<file path="config.mk">
export PLATFORM = sky130hd
export DESIGN_NAME = tiled_texel_encoder
export DESIGN_NICKNAME = d
export VERILOG_FILES = /design/src/rtl/tte_pkg.sv /design/src/rtl/tiled_texel_encoder.sv
export SDC_FILE = /design/constraint.sdc
export NUM_CORES = 1
export LEC_CHECK = 0
export ABC_AREA = 1
export ABC_CLOCK_PERIOD_IN_PS = 6200
export BUFFER_PORTS_ARGS = -buffer_cell sky130_fd_sc_hd__buf_2
export CAP_MARGIN = 20
export CORE_ASPECT_RATIO = 0.8
export CORE_MARGIN = 3
export CORE_UTILIZATION = 50
export CTS_CLUSTER_SIZE = 16
export DETAILED_ROUTE_END_ITERATION = 6
export HOLD_SLACK_MARGIN = 0.06
export MAX_ROUTING_LAYER = met4
export PLACE_DENSITY = 0.69
export SYNTH_ARGS = -nofsm -noshare
export SYNTH_HDL_FRONTEND = slang
export SYNTH_SLANG_ARGS = --single-unit
</file>
<file path="constraint.sdc">
create_clock -name i_clk -period 6.2 [get_ports i_clk]
set_input_delay 0 -clock i_clk [delete_from_list [all_inputs] [get_ports i_clk]]
set_output_delay 0 -clock i_clk [all_outputs]
set_load 0.005 [all_outputs]
</file>
<file path="src/rtl/tte_pkg.sv">
`timescale 1ns / 1ps
// Shared codes and types of the tiled texel encoder.
package tte_pkg;

    // texture format codes
    localparam logic [3:0] FMT_I4     = 4'd0;
    localparam logic [3:0] FMT_I8     = 4'd1;
    localparam logic [3:0] FMT_IA4    = 4'd2;
    localparam logic [3:0] FMT_IA8    = 4'd3;
    localparam logic [3:0] FMT_RGB565 = 4'd4;
    localparam logic [3:0] FMT_RGB5A3 = 4'd5;
    localparam logic [3:0] FMT_RGBA8  = 4'd6;
    localparam logic [3:0] FMT_CI4    = 4'd7;
    localparam logic [3:0] FMT_CI8    = 4'd8;

    // configuration register indexes
    localparam logic [1:0] CFG_FORMAT      = 2'd0;
    localparam logic [1:0] CFG_IMAGE_WIDTH = 2'd1;
    localparam logic [1:0] CFG_ALPHA_IMG   = 2'd2;
    localparam logic [1:0] CFG_BASE_OFFSET = 2'd3;

    // write size codes
    localparam logic [1:0] SZ_NIBBLE   = 2'd0;
    localparam logic [1:0] SZ_BYTE     = 2'd1;
    localparam logic [1:0] SZ_HALFWORD = 2'd2;

    localparam int ADDR_W = 24;
    localparam int DATA_W = 16;
    localparam int CFG_W  = 24;

    // tile geometry class
    typedef enum logic [1:0] {
        CLS_8X8,
        CLS_8X4,
        CLS_4X4
    } t_tile_cls;

endpackage

</file>
<file path="src/rtl/tiled_texel_encoder.sv">
`timescale 1ns / 1ps
// Tiled texel encoder: pixel in, encoded texel and tiled byte address out.
//
//  channel  | valid        | ready         | payload
//  ---------+--------------+---------------+-----------------------------------------
//  pixel in | i_valid      | o_ready       | i_pixel_x/y, i_red..i_alpha, i_palette_index
//  texel out| o_valid      | i_ready       | o_byte_address, o_write_data, o_write_size,
//           |              |               | o_high_nibble, o_last_write
//  config   | i_cfg_valid  | o_cfg_ready   | i_cfg_index, i_cfg_data
//
// Four register stages: input, tile coordinates, tile-row product and intensity,
// output. One pixel per cycle while the output is not stalled; RGBA8 pixels hold the
// output register for a second write to give the GB halfword.
// Synchronous active-low reset clears the valid bits and resets the config registers.
// Each stage holds while the next one is full and stalled; nothing is lost or repeated.
module tiled_texel_encoder #(
    parameter int MAX_WIDTH  = 1024,
    parameter int MAX_HEIGHT = 1024
) (
    input  logic                         i_clk,
    input  logic                         i_rst_n,
    input  logic                         i_cfg_valid,
    output logic                         o_cfg_ready,
    input  logic [1:0]                   i_cfg_index,
    input  logic [tte_pkg::CFG_W-1:0]    i_cfg_data,
    input  logic                         i_valid,
    output logic                         o_ready,
    input  logic [9:0]                   i_pixel_x,
    input  logic [9:0]                   i_pixel_y,
    input  logic [7:0]                   i_red,
    input  logic [7:0]                   i_green,
    input  logic [7:0]                   i_blue,
    input  logic [7:0]                   i_alpha,
    input  logic [7:0]                   i_palette_index,
    output logic                         o_valid,
    input  logic                         i_ready,
    output logic [tte_pkg::ADDR_W-1:0]   o_byte_address,
    output logic [tte_pkg::DATA_W-1:0]   o_write_data,
    output logic [1:0]                   o_write_size,
    output logic                         o_high_nibble,
    output logic                         o_last_write
);
    import tte_pkg::*;

    localparam int XLIM  = (MAX_WIDTH - 1 > 1023) ? 1023 : MAX_WIDTH - 1;
    localparam int YLIM  = (MAX_HEIGHT - 1 > 1023) ? 1023 : MAX_HEIGHT - 1;
    localparam int WCAP  = (MAX_WIDTH > 2047) ? 2047 : MAX_WIDTH;
    localparam logic [9:0]  XLIM_V = XLIM[9:0];
    localparam logic [9:0]  YLIM_V = YLIM[9:0];
    localparam logic [10:0] WCAP_V = WCAP[10:0];
    localparam int TRW   = $clog2(MAX_WIDTH / 4 + 2);   // tiles per row
    localparam int PRW   = TRW + 8;                     // tile-row product
    localparam int TLW   = PRW + 1;                     // tile number
    localparam logic [9:0] RECIP3 = 10'd683;            // 2^11 / 3, rounded up

    // configuration registers
    logic [3:0]        r_format;
    logic [10:0]       r_image_width;
    logic              r_alpha_img;
    logic [ADDR_W-1:0] r_base_offset;

    assign o_cfg_ready = 1'b1;

    always_ff @(posedge i_clk) begin
        if (!i_rst_n) begin
            r_format      <= FMT_I4;
            r_image_width <= 11'd8;
            r_alpha_img   <= 1'b0;
            r_base_offset <= '0;
        end else if (i_cfg_valid) begin
            unique case (i_cfg_index)
                CFG_FORMAT:      r_format      <= i_cfg_data[3:0];
                CFG_IMAGE_WIDTH: r_image_width <= i_cfg_data[10:0];
                CFG_ALPHA_IMG:   r_alpha_img   <= i_cfg_data[0];
                CFG_BASE_OFFSET: r_base_offset <= i_cfg_data[ADDR_W-1:0];
            endcase
        end
    end

    // decoded geometry; user keeps it static while items are in flight, unenforced
    t_tile_cls        cls;
    logic [10:0]      width_sat;
    logic [11:0]      width_pad;
    logic [TRW-1:0]   tiles_row;
    logic             fmt_ok;

    always_comb begin
        case (r_format) inside
            FMT_I4, FMT_CI4:          cls = CLS_8X8;
            FMT_I8, FMT_IA4, FMT_CI8: cls = CLS_8X4;
            default:                  cls = CLS_4X4;
        endcase
        width_sat = (r_image_width > WCAP_V) ? WCAP_V : r_image_width;
        if (cls == CLS_4X4) begin
            width_pad = ({1'b0, width_sat} + 12'd3) >> 2;
        end else begin
            width_pad = ({1'b0, width_sat} + 12'd7) >> 3;
        end
        tiles_row = TRW'(width_pad);
        fmt_ok    = (r_format <= FMT_CI8);
    end

    // pipeline valid bits and stage enables
    logic r1_v, r2_v, r3_v, r_ov, r_pend;
    logic en1, en2, en3, en_o;

    assign en_o    = !r_ov || (i_ready && !r_pend);
    assign en3     = !r3_v || en_o;
    assign en2     = !r2_v || en3;
    assign en1     = !r1_v || en2;
    assign o_ready = en1;

    // stage 1: input register
    logic [9:0] r1_x, r1_y;
    logic [7:0] r1_r, r1_g, r1_b, r1_a, r1_ci;

    always_ff @(posedge i_clk) begin
        if (en1) begin
            r1_x  <= i_pixel_x;
            r1_y  <= i_pixel_y;
            r1_r  <= i_red;
            r1_g  <= i_green;
            r1_b  <= i_blue;
            r1_a  <= i_alpha;
            r1_ci <= i_palette_index;
        end
    end

    // stage 2: tile coordinates, texel index in tile, component sum
    logic [9:0] xc, yc;
    logic [7:0] n2_tx, n2_ty;
    logic [5:0] n2_p;
    logic [9:0] n2_sum;

    always_comb begin
        xc = (r1_x > XLIM_V) ? XLIM_V : r1_x;
        yc = (r1_y > YLIM_V) ? YLIM_V : r1_y;
        unique case (cls)
            CLS_8X8: begin
                n2_tx = {1'b0, xc[9:3]};
                n2_ty = {1'b0, yc[9:3]};
                n2_p  = {yc[2:0], xc[2:0]};
            end
            CLS_8X4: begin
                n2_tx = {1'b0, xc[9:3]};
                n2_ty = yc[9:2];
                n2_p  = {1'b0, yc[1:0], xc[2:0]};
            end
            default: begin
                n2_tx = xc[9:2];
                n2_ty = yc[9:2];
                n2_p  = {2'b00, yc[1:0], xc[1:0]};
            end
        endcase
        n2_sum = {2'b00, r1_r} + {2'b00, r1_g} + {2'b00, r1_b};
    end

    logic [7:0]     r2_tx, r2_ty;
    logic [5:0]     r2_p;
    logic [9:0]     r2_sum;
    logic           r2_x0;
    logic [TRW-1:0] r2_trow;
    logic [7:0]     r2_r, r2_g, r2_b, r2_a, r2_ci;

    always_ff @(posedge i_clk) begin
        if (en2) begin
            r2_tx   <= n2_tx;
            r2_ty   <= n2_ty;
            r2_p    <= n2_p;
            r2_sum  <= n2_sum;
            r2_x0   <= xc[0];
            r2_trow <= tiles_row;
            r2_r    <= r1_r;
            r2_g    <= r1_g;
            r2_b    <= r1_b;
            r2_a    <= r1_a;
            r2_ci   <= r1_ci;
        end
    end

    // stage 3: tile-row product and intensity by reciprocal multiply
    logic [PRW-1:0] n3_prod;
    logic [19:0]    n3_isum;

    assign n3_prod = PRW'(r2_ty * r2_trow);
    assign n3_isum = r2_sum * RECIP3;

    logic [PRW-1:0] r3_prod;
    logic [7:0]     r3_inten, r3_tx;
    logic [5:0]     r3_p;
    logic           r3_x0;
    logic [7:0]     r3_r, r3_g, r3_b, r3_a, r3_ci;

    always_ff @(posedge i_clk) begin
        if (en3) begin
            r3_prod  <= n3_prod;
            r3_inten <= n3_isum[18:11];
            r3_tx    <= r2_tx;
            r3_p     <= r2_p;
            r3_x0    <= r2_x0;
            r3_r     <= r2_r;
            r3_g     <= r2_g;
            r3_b     <= r2_b;
            r3_a     <= r2_a;
            r3_ci    <= r2_ci;
        end
    end

    // output stage: address and texel encoding
    logic [TLW-1:0]    tile;
    logic [ADDR_W-1:0] tile_bytes, base;
    logic [6:0]        offs;
    logic [ADDR_W-1:0] n_addr;
    logic [DATA_W-1:0] n_data;
    logic [1:0]        n_size;
    logic              n_hi;
    logic [7:0]        al_ia4, al_ia8;

    always_comb begin
        tile = {1'b0, r3_prod} + TLW'(r3_tx);
        if (r_format == FMT_RGBA8) begin
            tile_bytes = ADDR_W'(tile) << 6;
        end else begin
            tile_bytes = ADDR_W'(tile) << 5;
        end
        base   = r_base_offset + tile_bytes;
        al_ia4 = r_alpha_img ? r3_a : 8'hF0;
        al_ia8 = r_alpha_img ? r3_a : 8'hFF;
        n_hi   = 1'b0;
        case (r_format)
            FMT_I4: begin
                n_data = {12'd0, r3_inten[7:4]};
                n_size = SZ_NIBBLE;
                n_hi   = !r3_x0;
            end
            FMT_I8: begin
                n_data = {8'd0, r3_inten};
                n_size = SZ_BYTE;
            end
            FMT_IA4: begin
                n_data = {8'd0, al_ia4[7:4], r3_inten[7:4]};
                n_size = SZ_BYTE;
            end
            FMT_IA8: begin
                n_data = {al_ia8, r3_inten};
                n_size = SZ_HALFWORD;
            end
            FMT_RGB565: begin
                n_data = {r3_r[7:3], r3_g[7:2], r3_b[7:3]};
                n_size = SZ_HALFWORD;
            end
            FMT_RGB5A3: begin
                if (r3_a >= 8'd224) begin
                    n_data = {1'b1, r3_r[7:3], r3_g[7:3], r3_b[7:3]};
                end else begin
                    n_data = {1'b0, r3_a[7:5], r3_r[7:4], r3_g[7:4], r3_b[7:4]};
                end
                n_size = SZ_HALFWORD;
            end
            FMT_RGBA8: begin
                n_data = {r3_a, r3_r};
                n_size = SZ_HALFWORD;
            end
            FMT_CI4: begin
                n_data = {12'd0, r3_ci[3:0]};
                n_size = SZ_NIBBLE;
                n_hi   = !r3_x0;
            end
            default: begin
                n_data = {8'd0, r3_ci};
                n_size = SZ_BYTE;
            end
        endcase
        case (n_size)
            SZ_NIBBLE: offs = {2'b00, r3_p[5:1]};
            SZ_BYTE:   offs = {1'b0, r3_p};
            default:   offs = {r3_p, 1'b0};
        endcase
        n_addr = base + ADDR_W'(offs);
    end

    logic [ADDR_W-1:0] r_addr;
    logic [DATA_W-1:0] r_data, r_gb;
    logic [1:0]        r_size;
    logic              r_hi, r_last;

    always_ff @(posedge i_clk) begin
        if (!i_rst_n) begin
            r_ov   <= 1'b0;
            r_pend <= 1'b0;
            r1_v   <= 1'b0;
            r2_v   <= 1'b0;
            r3_v   <= 1'b0;
        end else begin
            if (en1) r1_v <= i_valid;
            if (en2) r2_v <= r1_v;
            if (en3) r3_v <= r2_v;
            if (r_ov && i_ready && r_pend) begin
                r_pend <= 1'b0;
            end else if (en_o) begin
                r_ov   <= r3_v && fmt_ok;
                r_pend <= r3_v && fmt_ok && (r_format == FMT_RGBA8);
            end
        end
    end

    always_ff @(posedge i_clk) begin
        if (r_ov && i_ready && r_pend) begin
            // GB half of an RGBA8 texel sits 32 bytes on in the same tile
            r_addr <= r_addr + ADDR_W'(32);
            r_data <= r_gb;
            r_last <= 1'b1;
        end else if (en_o) begin
            r_addr <= n_addr;
            r_data <= n_data;
            r_size <= n_size;
            r_hi   <= n_hi;
            r_last <= (r_format != FMT_RGBA8);
            r_gb   <= {r3_g, r3_b};
        end
    end

    assign o_valid        = r_ov;
    assign o_byte_address = r_addr;
    assign o_write_data   = r_data;
    assign o_write_size   = r_size;
    assign o_high_nibble  = r_hi;
    assign o_last_write   = r_last;

`ifndef NO_ASSERTIONS
    a_pend_first_half: assert property (@(posedge i_clk) disable iff (!i_rst_n)
        r_pend |-> (r_ov && !o_last_write && o_write_size == SZ_HALFWORD))
        else $error("pending second half without a first RGBA8 write on show");

    a_second_half: assert property (@(posedge i_clk) disable iff (!i_rst_n)
        (o_valid && i_ready && !o_last_write) |=>
            (o_valid && o_last_write
             && o_byte_address == $past(o_byte_address) + ADDR_W'(32)))
        else $error("RGBA8 second write missing or misplaced");

    a_nibble_flag: assert property (@(posedge i_clk) disable iff (!i_rst_n)
        (o_valid && o_write_size != SZ_NIBBLE) |-> !o_high_nibble)
        else $error("high nibble flag on a byte or halfword write");

    a_size_code: assert property (@(posedge i_clk) disable iff (!i_rst_n)
        o_valid |-> (o_write_size == SZ_NIBBLE || o_write_size == SZ_BYTE
                     || o_write_size == SZ_HALFWORD))
        else $error("undefined write size");
`endif

endmodule
</file>
Word-level counts from Yosys, hierarchy flattened:

Cells that the tools add are included.

* register bits after elaboration: 327
* input port bits: 91
* word-level logic and storage cells: 127

* add/sub/neg operators: 8
* multiply operators: 2
* $lt $le $gt $ge: 5
* equal/unequal tests: 15
* mux-type cells: 20
* bitwise gates (word level): 2
* reductions and logical operators: 30

Operator list (number)
* $pmux 16 s8: 1
* $mux 24: 3
* $mux 16: 3
* $add 24x24->24: 1
* $add 24x6->24 const B: 1
* $add 24x7->24: 1
* $gt 10x10->1 const B: 2
* $mux 10: 2
* $mul 10x10->19 const B: 1
* $add 17x8->18: 1
* $mul 8x9->17: 1
* $eq 4x3->1 const B: 4
* $mux 8: 2
* $mux 7: 2
* $pmux 7 s2: 1
* $add 11x3->12 const B: 1
* $pmux 6 s2: 1
* $add 11x2->11 const B: 1
* $gt 11x11->1 const B: 1
* $mux 11: 1
* $add 9x8->10: 1
* $reduce_and 2->1: 5
* $add 8x8->9: 1
* $mux 9: 1
* other kinds (20): 43

Logic depth before layout (Yosys ltp):

Gate-level depths: netlist of the first run.

* word-level depth: 8
* mapped depth: 25
* gate-level depth less buffers: 25

Worst setup path before layout of the first run:

No wires, ideal clock.

* kind: reg2reg
* start: register r_ov (netlist: o_valid)
* end: register r2_a[0], enable pin
* data arrival time: 5.124 ns
* setup slack: 0.641 ns
* cell stages (with the launch flop): 8
* buffers on the path: 0
* clock period less this slack: 5.559 ns
* cell sequence: dfxtp_1 > nand2_1 > inv_1 > nor2_1 > nor2_1 > inv_1 > nor2_1 > inv_1

* cells in the longest elaborated chain, start to end: 4

Ends and longest elaborated chain
* start, declared: RTL line tiled_texel_encoder.sv:104 `logic r1_v, r2_v, r3_v, r_ov, r_pend;`
* start signal, assigned: RTL line tiled_texel_encoder.sv:301 `r_ov <= r3_v && fmt_ok;`
* $logic_not 1->1: RTL line tiled_texel_encoder.sv:107 `assign en_o = !r_ov || (i_ready && !r_pend);`
* $logic_or 1x1->1: RTL line tiled_texel_encoder.sv:107
* $logic_or 1x1->1: RTL line tiled_texel_encoder.sv:108 `assign en3 = !r3_v || en_o;`
* net en3: RTL line tiled_texel_encoder.sv:105 `logic en1, en2, en3, en_o;`
* $logic_or 1x1->1: RTL line tiled_texel_encoder.sv:109 `assign en2 = !r2_v || en3;`
* net en2: RTL line tiled_texel_encoder.sv:105
* end signal, assigned: RTL line tiled_texel_encoder.sv:176 `r2_a <= r1_a;`
* end, declared: RTL line tiled_texel_encoder.sv:163 `logic [7:0] r2_r, r2_g, r2_b, r2_a, r2_ci;`

The timed path passes the listed nets, and every way through them passes these cells.
A chain may end at the register's enable or synchronous reset.

Worst setup path after layout of the first run:

* start: register r2_sum[4]
* end: register r3_inten[7], data pin

* cells in the longest elaborated chain, start to end: 1

Ends and longest elaborated chain
* start, declared: RTL line tiled_texel_encoder.sv:160 `logic [9:0] r2_sum;`
* start signal, assigned: RTL line tiled_texel_encoder.sv:170 `r2_sum <= n2_sum;`
* $mul 10x10->19: RTL line tiled_texel_encoder.sv:186 `assign n3_isum = r2_sum * RECIP3;`
* net n3_isum[18]: RTL line tiled_texel_encoder.sv:183 `logic [19:0] n3_isum;`
* end signal, assigned: RTL line tiled_texel_encoder.sv:197 `r3_inten <= n3_isum[18:11];`
* end, declared: RTL line tiled_texel_encoder.sv:189 `logic [7:0] r3_inten, r3_tx;`

The timed path passes the listed nets, and every way through them passes these cells.

==> results of run 1 <==
synthesized netlist by cell type (7+ instances only):
cell	instances
a21o_1	8
a21oi_1	119
buf_2	7
clkbuf_1	35
dfxtp_1	46
edfxtp_1	279
fa_1	76
ha_1	154
inv_1	333
inv_2	14
nand2_1	432
nand3_1	112
nand3b_1	8
nand4_1	22
nor2_1	114
nor3_1	15
o2111ai_1	7
o211ai_1	7
o21ai_0	119
o21ai_1	17
o21bai_1	8
xnor2_1	21
xor2_1	32
sequential cells by signal (all words and copies together) (netlist names), 11 cells and up:
name,cells
r3_prod,17
r_image_width,11
r_base_offset,24
o_byte_address,24
o_write_data,16
r_gb,16
layout by cell type (no fill, tap or decap), types with 3 or more instances in the layout:
cell           Yosys  layout
a21boi_0           4       4
a21o_1             8       8
a21oi_1          119     119
a31oi_1            5       5
and2_1             3       3
buf_2              7     136
buf_4              1       6
clkbuf_1          35       7
clkbuf_16          0      35
clkinv_1           0       6
clkinv_2           0       6
clkinvlp_4         0       3
dfxtp_1           46      46
dlygate4sd3_1      0      97
edfxtp_1         279     279
fa_1              76      76
ha_1             154     154
inv_1            333     331
inv_2             14      15
nand2_1          432     431
nand3_1          112     111
nand3b_1           8       8
nand4_1           22      22
nor2_1           114     113
nor2_2             4       5
nor3_1            15      15
nor4_1             4       4
o2111ai_1          7       7
o211ai_1           7       7
o21ai_0          119     119
o21ai_1           17      17
o21ai_2            3       3
o21bai_1           8       8
o22ai_1            5       5
or2_2              5       5
xnor2_1           21      21
xor2_1            32      32
area by class of cell:
class / instances / area (sq um)
flip-flops and latches: 325 / 9299
fillers: 3248 / 15650
well taps: 495 / 619.3
multi-input cells: 1324 / 8713
diodes: 1 / 2.502
clock inverters: 21 / 175.2
clock buffers: 42 / 902.1
repair buffers: 239 / 1697
inverters: 347 / 1304
layer usage:
| layer | track usage, % | up-vias |
|---|---|---|
| met5 | - | - |
| met4 | 4.847 | 0 |
| met3 | 4.809 | 63 |
| met2 | 35.60 | 526 |
| met1 | 38.84 | 7021 |
| li1 | - | 7253 |
worst min path at each step:
stage | from | endpoint | slack (ns)
3_5_place_dp | i_alpha[6] | r1_a[6]$_DFFE_PP_ | 0.18
5_1_grt | i_rst_n | r2_v$_SDFFE_PN0P_ | 0.12
3_3_place_gp | i_red[2] | r1_r[2]$_DFFE_PP_ | 0.18
4_1_cts | i_rst_n | r2_v$_SDFFE_PN0P_ | 0.08
6_report | i_rst_n | r_base_offset[12]$_SDFFE_PN0P_ | 0.11
2_1_floorplan | i_alpha[0] | r1_a[0]$_DFFE_PP_ | 0.1
where the power goes:
part / total [W] / internal (W) / switching, W / leakage [nW]
clock network: 0.00200 / 0.00110 / 0.000895 / 0.520
logic: 0.00675 / 0.00248 / 0.00427 / 7.05
registers: 0.00317 / 0.00291 / 0.000260 / 3.40
worst register-to-register path, delay by kind of cell, from the launching register on:
family                     cells  cell delay (ns)
adders and majority gates      6             2.58
and+or+nand+nor                6             0.66
DFF                            1             0.45
AOI/OAI and AO/OA              1             0.41
buffers and inverters          2             0.11
cell families (layout without fill, tap and decap cells):
kind of cell | count (synthesis) | count (layout)
and+or+nand+nor | 726 | 726
xor gates and xnor gates | 53 | 53
buffers and inverters | 395 | 649
DFF | 325 | 325
AOI/OAI and AO/OA | 313 | 313
adders and majority gates | 230 | 230
muxes | 1 | 1
other | 1 | 2
metrics by stage:
step | power, W | instance area, sq um | utilization [%]
floorplan | 0.007929 | 19510 | -
global placement | 0.009621 | 20660 | 53.87
detailed placement | 0.009707 | 20660 | 53.87
CTS | 0.01186 | 22710 | 59.21
global route | 0.01303 | 22710 | 59.21
finish | 0.01191 | 22710 | 59.21
==> metrics.md, run 1 <==
| Metric | Value |
|---|---|
| Reg2Reg Depth | 15 |
| Critical Path AT | 4.74 ns |
| Die H | 182.7 um |
| First-pass GRT wire length | 79,620 um |
| Count of cell types in the netlist | 50 |
| Max FO, Critical Path | 5 |
| Seq/Total Area, Yosys | 47.67% |
| Initial Util | 50.85% |
| Leak | 10.97 nW |
| Initial antenna violation count | 4 |
| Via-per-instance ratio | 5.320 |
| Relative slew slack | 28.12% |
| Worst Max-Slew Pin Slew | 1.078 ns |
| Post-CTS setup buffers | 0 |
| Area delta synth->final | 16.44% |
| Final slew viol count | 0 |
| Yosys top cell area share | 42.95% |
| Routability Congestion | 0.9321 |
| Synth Area in Adders | 17.68% |
| Root Driver | clkbuf_16 |
| Tot GR Track Use | 25.45% |
| Post-Syn Area | 0.01950 sq mm |
| Path type of the worst min-delay path | input pin to register |
| Core area | 0.03836 sq mm |
| Critical path's largest stage delay | 0.55 ns |
| Worst setup EP type | register |
| Final #Nets | 2,593 |
| Cts repair resizes | 0 |
| CP startpoint kind | register |
| Fmax | 0.2252 GHz |
| Simple-Gate Fraction of Synth Area | 15.66% |
| Post-Route WL | 50,100 um |
| Die area | 0.04143 sq mm |
| Rows | 64 |
| Final Hold Fails | 0 |
| Post-Synth XOR/XNOR Area | 2.380% |
| Wire length on met1 | 24,590 um |
| Synth Flop Type | edfxtp_1 |
| CTS tree | yes |
| RSZ-0062 raised after global routing | no |
| Crit Path Class | register to register |
| Clock Path Buffers | 3 |
| Die W | 226.8 um |
| Buf/Inv on CP | 2 |
| Compound-Gate Fraction of Synth Area | 8.833% |
| Largest cells by area after synthesis | edfxtp_1 43%, ha_1 9.9%, nand2_1 8.3%, fa_1 7.8%, inv_1 6.4% |
| H-tree depth | 2 |
| # port buffers | 136 |
| Hold Buf Count CTS | 97 |
| Min Tclk post-route | 4.441 ns |
| TritonRoute pass-1 iters | 6 |
| Final Cycle Share | 71.63% |
| Reg-to-Reg End | r3_inten[7]$_DFFE_PP_ |
| Met3 WL | 3802 um |
| Peak supply drop | 0.7275 mV |
| Max-cap violations | 0 |
| Setup WS pre-CTS | 1.819 ns |
| Async SR Flop Fraction | 0% |
| DRC viols | 0 |
| Via Count | 14,860 |
| EDFF count, synth | 279 |
| Fin Setup TNS | 0 ns |
| Pwr/cell area | 524.5 mW/mm^2 |
| Cell Chain, Critical Path | ha_1 > inv_1 > fa_1 > fa_1 > fa_1 > inv_1 > ha_1 > ha_1 > nand2_1 > nor2_1 > nand4_1 > o21ai_0 > nand2_1 > nand3_1 > nand2_1 |
| Setup slack, reg-to-reg | 1.76 ns |
| Post-Layout Cell Count | 2,794 |
| Num CTS Buffers | 35 |
| Worst setup margin | 1.759 ns |
| Critical Path RT | 6.50 ns |
| Share of cells above drive strength 1 | 9.965% |
| Io pins | 138 |
| FF+latch count, synth | 325 |
| Hold_ws | 0.1147 ns |
| Detailed placer's ending HPWL | 37,890 um |
| Vias in the first global route | 14,480 |
| Cell taking the most area after synthesis | edfxtp_1 |
| Worst Setup SP | r2_sum[4]$_DFFE_PP_ |
| Synth Net Count | 2,365 |
| Worst r2r src | r2_sum[4]$_DFFE_PP_ |
| Slowest CP cell | fa_1 |
| Met2 wire length | 20,930 um |
| Largest net degree at the start of global routing | 81 |
| Clk_lat worst skew | 0.55 ns |
| Largest family of logic cells by synthesized area | adder cells |
| Dpl cells | 2,633 |
| Initial drt markers | 1,253 |
| Setup crit end | r3_inten[7]$_DFFE_PP_ |
| Ys Warns | 0 |
| Status | finished, final reports clean |
| Multiplexer share of the synthesized area | 0.05132% |
| CTS clock-pin slew for the worst setup and hold paths | 0.06 ns |
| Post-Syn Instances | 2,044 |
| Routed length per instance | 17.93 um |
| Critical path depth | 15 |
| Final setup violating endpoints | 0 |
| Worst Skew | 0.01870 ns |
| Antenna viol nets, final | 0 |
| Crit-path leading delay family | adder cells |
| WHS Path Cells | 3 |
| Top Metal Used | met4 |
| Remaining global-route overflow | 0 |
| Clk sink count | 325 |
| Mean post-synth cell area | 9.543 sq um |
No activity file was read; power rests on OpenSTA's default activity.
==> inputs of run 2 (changes only) <==
--- a/config.mk
+++ b/config.mk
@@ -6,7 +6,7 @@
 export NUM_CORES = 1
 export LEC_CHECK = 0
 export ABC_AREA = 1
-export ABC_CLOCK_PERIOD_IN_PS = 6200
+export ABC_CLOCK_PERIOD_IN_PS = 4400
 export BUFFER_PORTS_ARGS = -buffer_cell sky130_fd_sc_hd__buf_2
 export CAP_MARGIN = 20
 export CORE_ASPECT_RATIO = 0.8
==> constraint.sdc (replaced) <==
create_clock -name i_clk -period 4.4 [get_ports i_clk]
set_input_delay 0 -clock i_clk [delete_from_list [all_inputs] [get_ports i_clk]]
set_output_delay 0 -clock i_clk [all_outputs]
set_load 0.005 [all_outputs]
==> run 2 against run 1 <==
Against the previous run:
- worst setup slack got worse by 1.6 ns
- global-route usage fell by 0.13 points
- clock power grew 39%
- worst hold slack better by 0.044 ns
- first-iteration DRC count fell by 0.48%
- critical path depth grew 2
- highest routed layer unchanged
==> metrics.md, run 2 (synthesis results as in run 1) <==
| Metric | Value |
|---|---|
| Crit Path Class | register to register |
| Remaining global-route overflow | 0 |
| Fin Setup TNS | 0 ns |
| Vias in the first global route | 14,420 |
| Clk_lat worst skew | 0.55 ns |
| CTS tree | yes |
| Via-per-instance ratio | 5.272 |
| Final Hold Fails | 0 |
| Routed length per instance | 17.74 um |
| Final setup violating endpoints | 0 |
| Rows | 64 |
| RSZ-0062 raised after global routing | yes |
| Pwr/cell area | 751.9 mW/mm^2 |
| DRC viols | 0 |
| Initial Util | 50.85% |
| TritonRoute pass-1 iters | 5 |
| Power Total | 0.01736 W |
| Peak supply drop | 1.162 mV |
| Clock Path Buffers | 3 |
| Die area | 0.04143 sq mm |
| Die W | 226.8 um |
| Max-cap violations | 0 |
| Min Tclk post-route | 4.283 ns |
| First-pass GRT wire length | 79,070 um |
| Setup WS pre-CTS | 0.03792 ns |
| Relative slew slack | 27.85% |
| Final slew viol count | 0 |
| Initial antenna violation count | 4 |
| Detailed placer's ending HPWL | 37,730 um |
| Post-Route WL | 50,150 um |
| Largest net degree at the start of global routing | 81 |
| Routability Congestion | 0.9162 |
| Final Cycle Share | 97.34% |
| CTS clock-pin slew for the worst setup and hold paths | 0.06 ns |
| Die H | 182.7 um |
| Max FO, Critical Path | 4 |
| Io pins | 138 |
| Final #Nets | 2,627 |
| Via Count | 14,910 |
| Worst setup EP type | register |
| Area delta synth->final | 18.37% |
| Worst Skew | 0.02176 ns |
| H-tree depth | 2 |
| Root Driver | clkbuf_16 |
| Share of cells above drive strength 1 | 12.10% |
| Status | finished, final reports clean |
| Core area | 0.03836 sq mm |
| Clk sink count | 325 |
| Antenna viol nets, final | 0 |
| Worst Max-Slew Pin Slew | 1.082 ns |
| Most frequent cells in the layout | 430 x nand2_1, 331 x inv_1, 279 x edfxtp_1 |
| Leak | 11.16 nW |
| Tot GR Track Use | 25.32% |
| Critical Path RT | 4.69 ns |
| Path type of the worst min-delay path | input pin to register |
| Worst setup margin | 0.1172 ns |
| Critical Path AT | 4.57 ns |
| Most common cell after layout, fill and taps aside | nand2_1 |
| Hold_ws | 0.1589 ns |
| CP startpoint kind | register |
| Initial drt markers | 1,247 |
| Num CTS Buffers | 35 |
| Fmax | 0.2335 GHz |
| # port buffers | 136 |
==> run 2: metal layers <==
layer  share of wire (%)  wire length (um)  track usage (%)
met5                   0                 0                -
met3                 7.6              3792            4.567
met2                  42             21050            35.72
met4                 1.6               789            4.923
met1                  49             24520            38.47
==> run 2: what timing repair did <==
action,4_1_cts,5_1_grt
hold buffers,99,0
endpoints found under the hold margin,106,0
endpoints found under the setup margin,0,15
gates resized for setup,0,20
setup buffers,0,17
==> run 2: cell type report <==
class,instances,area (sq um)
Inverter,347,1310
Clock inverter,21,152.6
Timing Repair Buffer,273,1982
Clock buffer,41,923.4
Sequential cell,325,9299
Multi-Input combinational cell,1324,8798
Tap cell,495,619.3
Fill cell,3238,15270
Antenna cell,1,2.502
==> run 2: worst paths after layout <==
kind	startpoint	end	slack (ns)	cells past startpoint
hold reg to reg	r2_g[7]$_DFFE_PP_	r3_g[7]$_DFFE_PP_	0.42	0
setup / recovery	r2_sum[3]$_DFFE_PP_	r3_inten[7]$_DFFE_PP_	0.12	17
setup reg to reg	r2_sum[3]$_DFFE_PP_	r3_inten[7]$_DFFE_PP_	0.12	17
hold / removal	i_pixel_y[6]	r1_y[6]$_DFFE_PP_	0.16	2
==> run 2: through the flow <==
| step | utilization (%) | std cells | area [sq um] |
|---|---|---|---|
| after CTS | 59.64 | 2809 | 22870 |
| after floorplan | - | 2044 | 19520 |
| after detailed placement | 54.25 | 2648 | 20810 |
| final | 60.19 | 2827 | 23090 |
| after global routing | 60.19 | 2827 | 23090 |
| after global placement | 54.25 | 2648 | 20810 |
==> run 2: where the power goes <==
group | switching, W | internal (W)
Clock | 0.00124 | 0.00153
Combinational | 0.00632 | 0.00385
Sequential | 0.000319 | 0.00410
==> run 2: critical path, stage by stage (launching register included) <==
cell and delay, ns:
edfxtp_1 0.46, ha_1 0.35, inv_1 0.06, fa_1 0.50
fa_1 0.52, inv_1 0.06, fa_1 0.41, ha_1 0.29
ha_1 0.36, a21oi_1 0.23, o21ai_0 0.13, a21oi_1 0.18
o21ai_2 0.08, buf_4 0.15, nand2_1 0.08, nand2_1 0.05
nand2_1 0.07, nand2_1 0.05
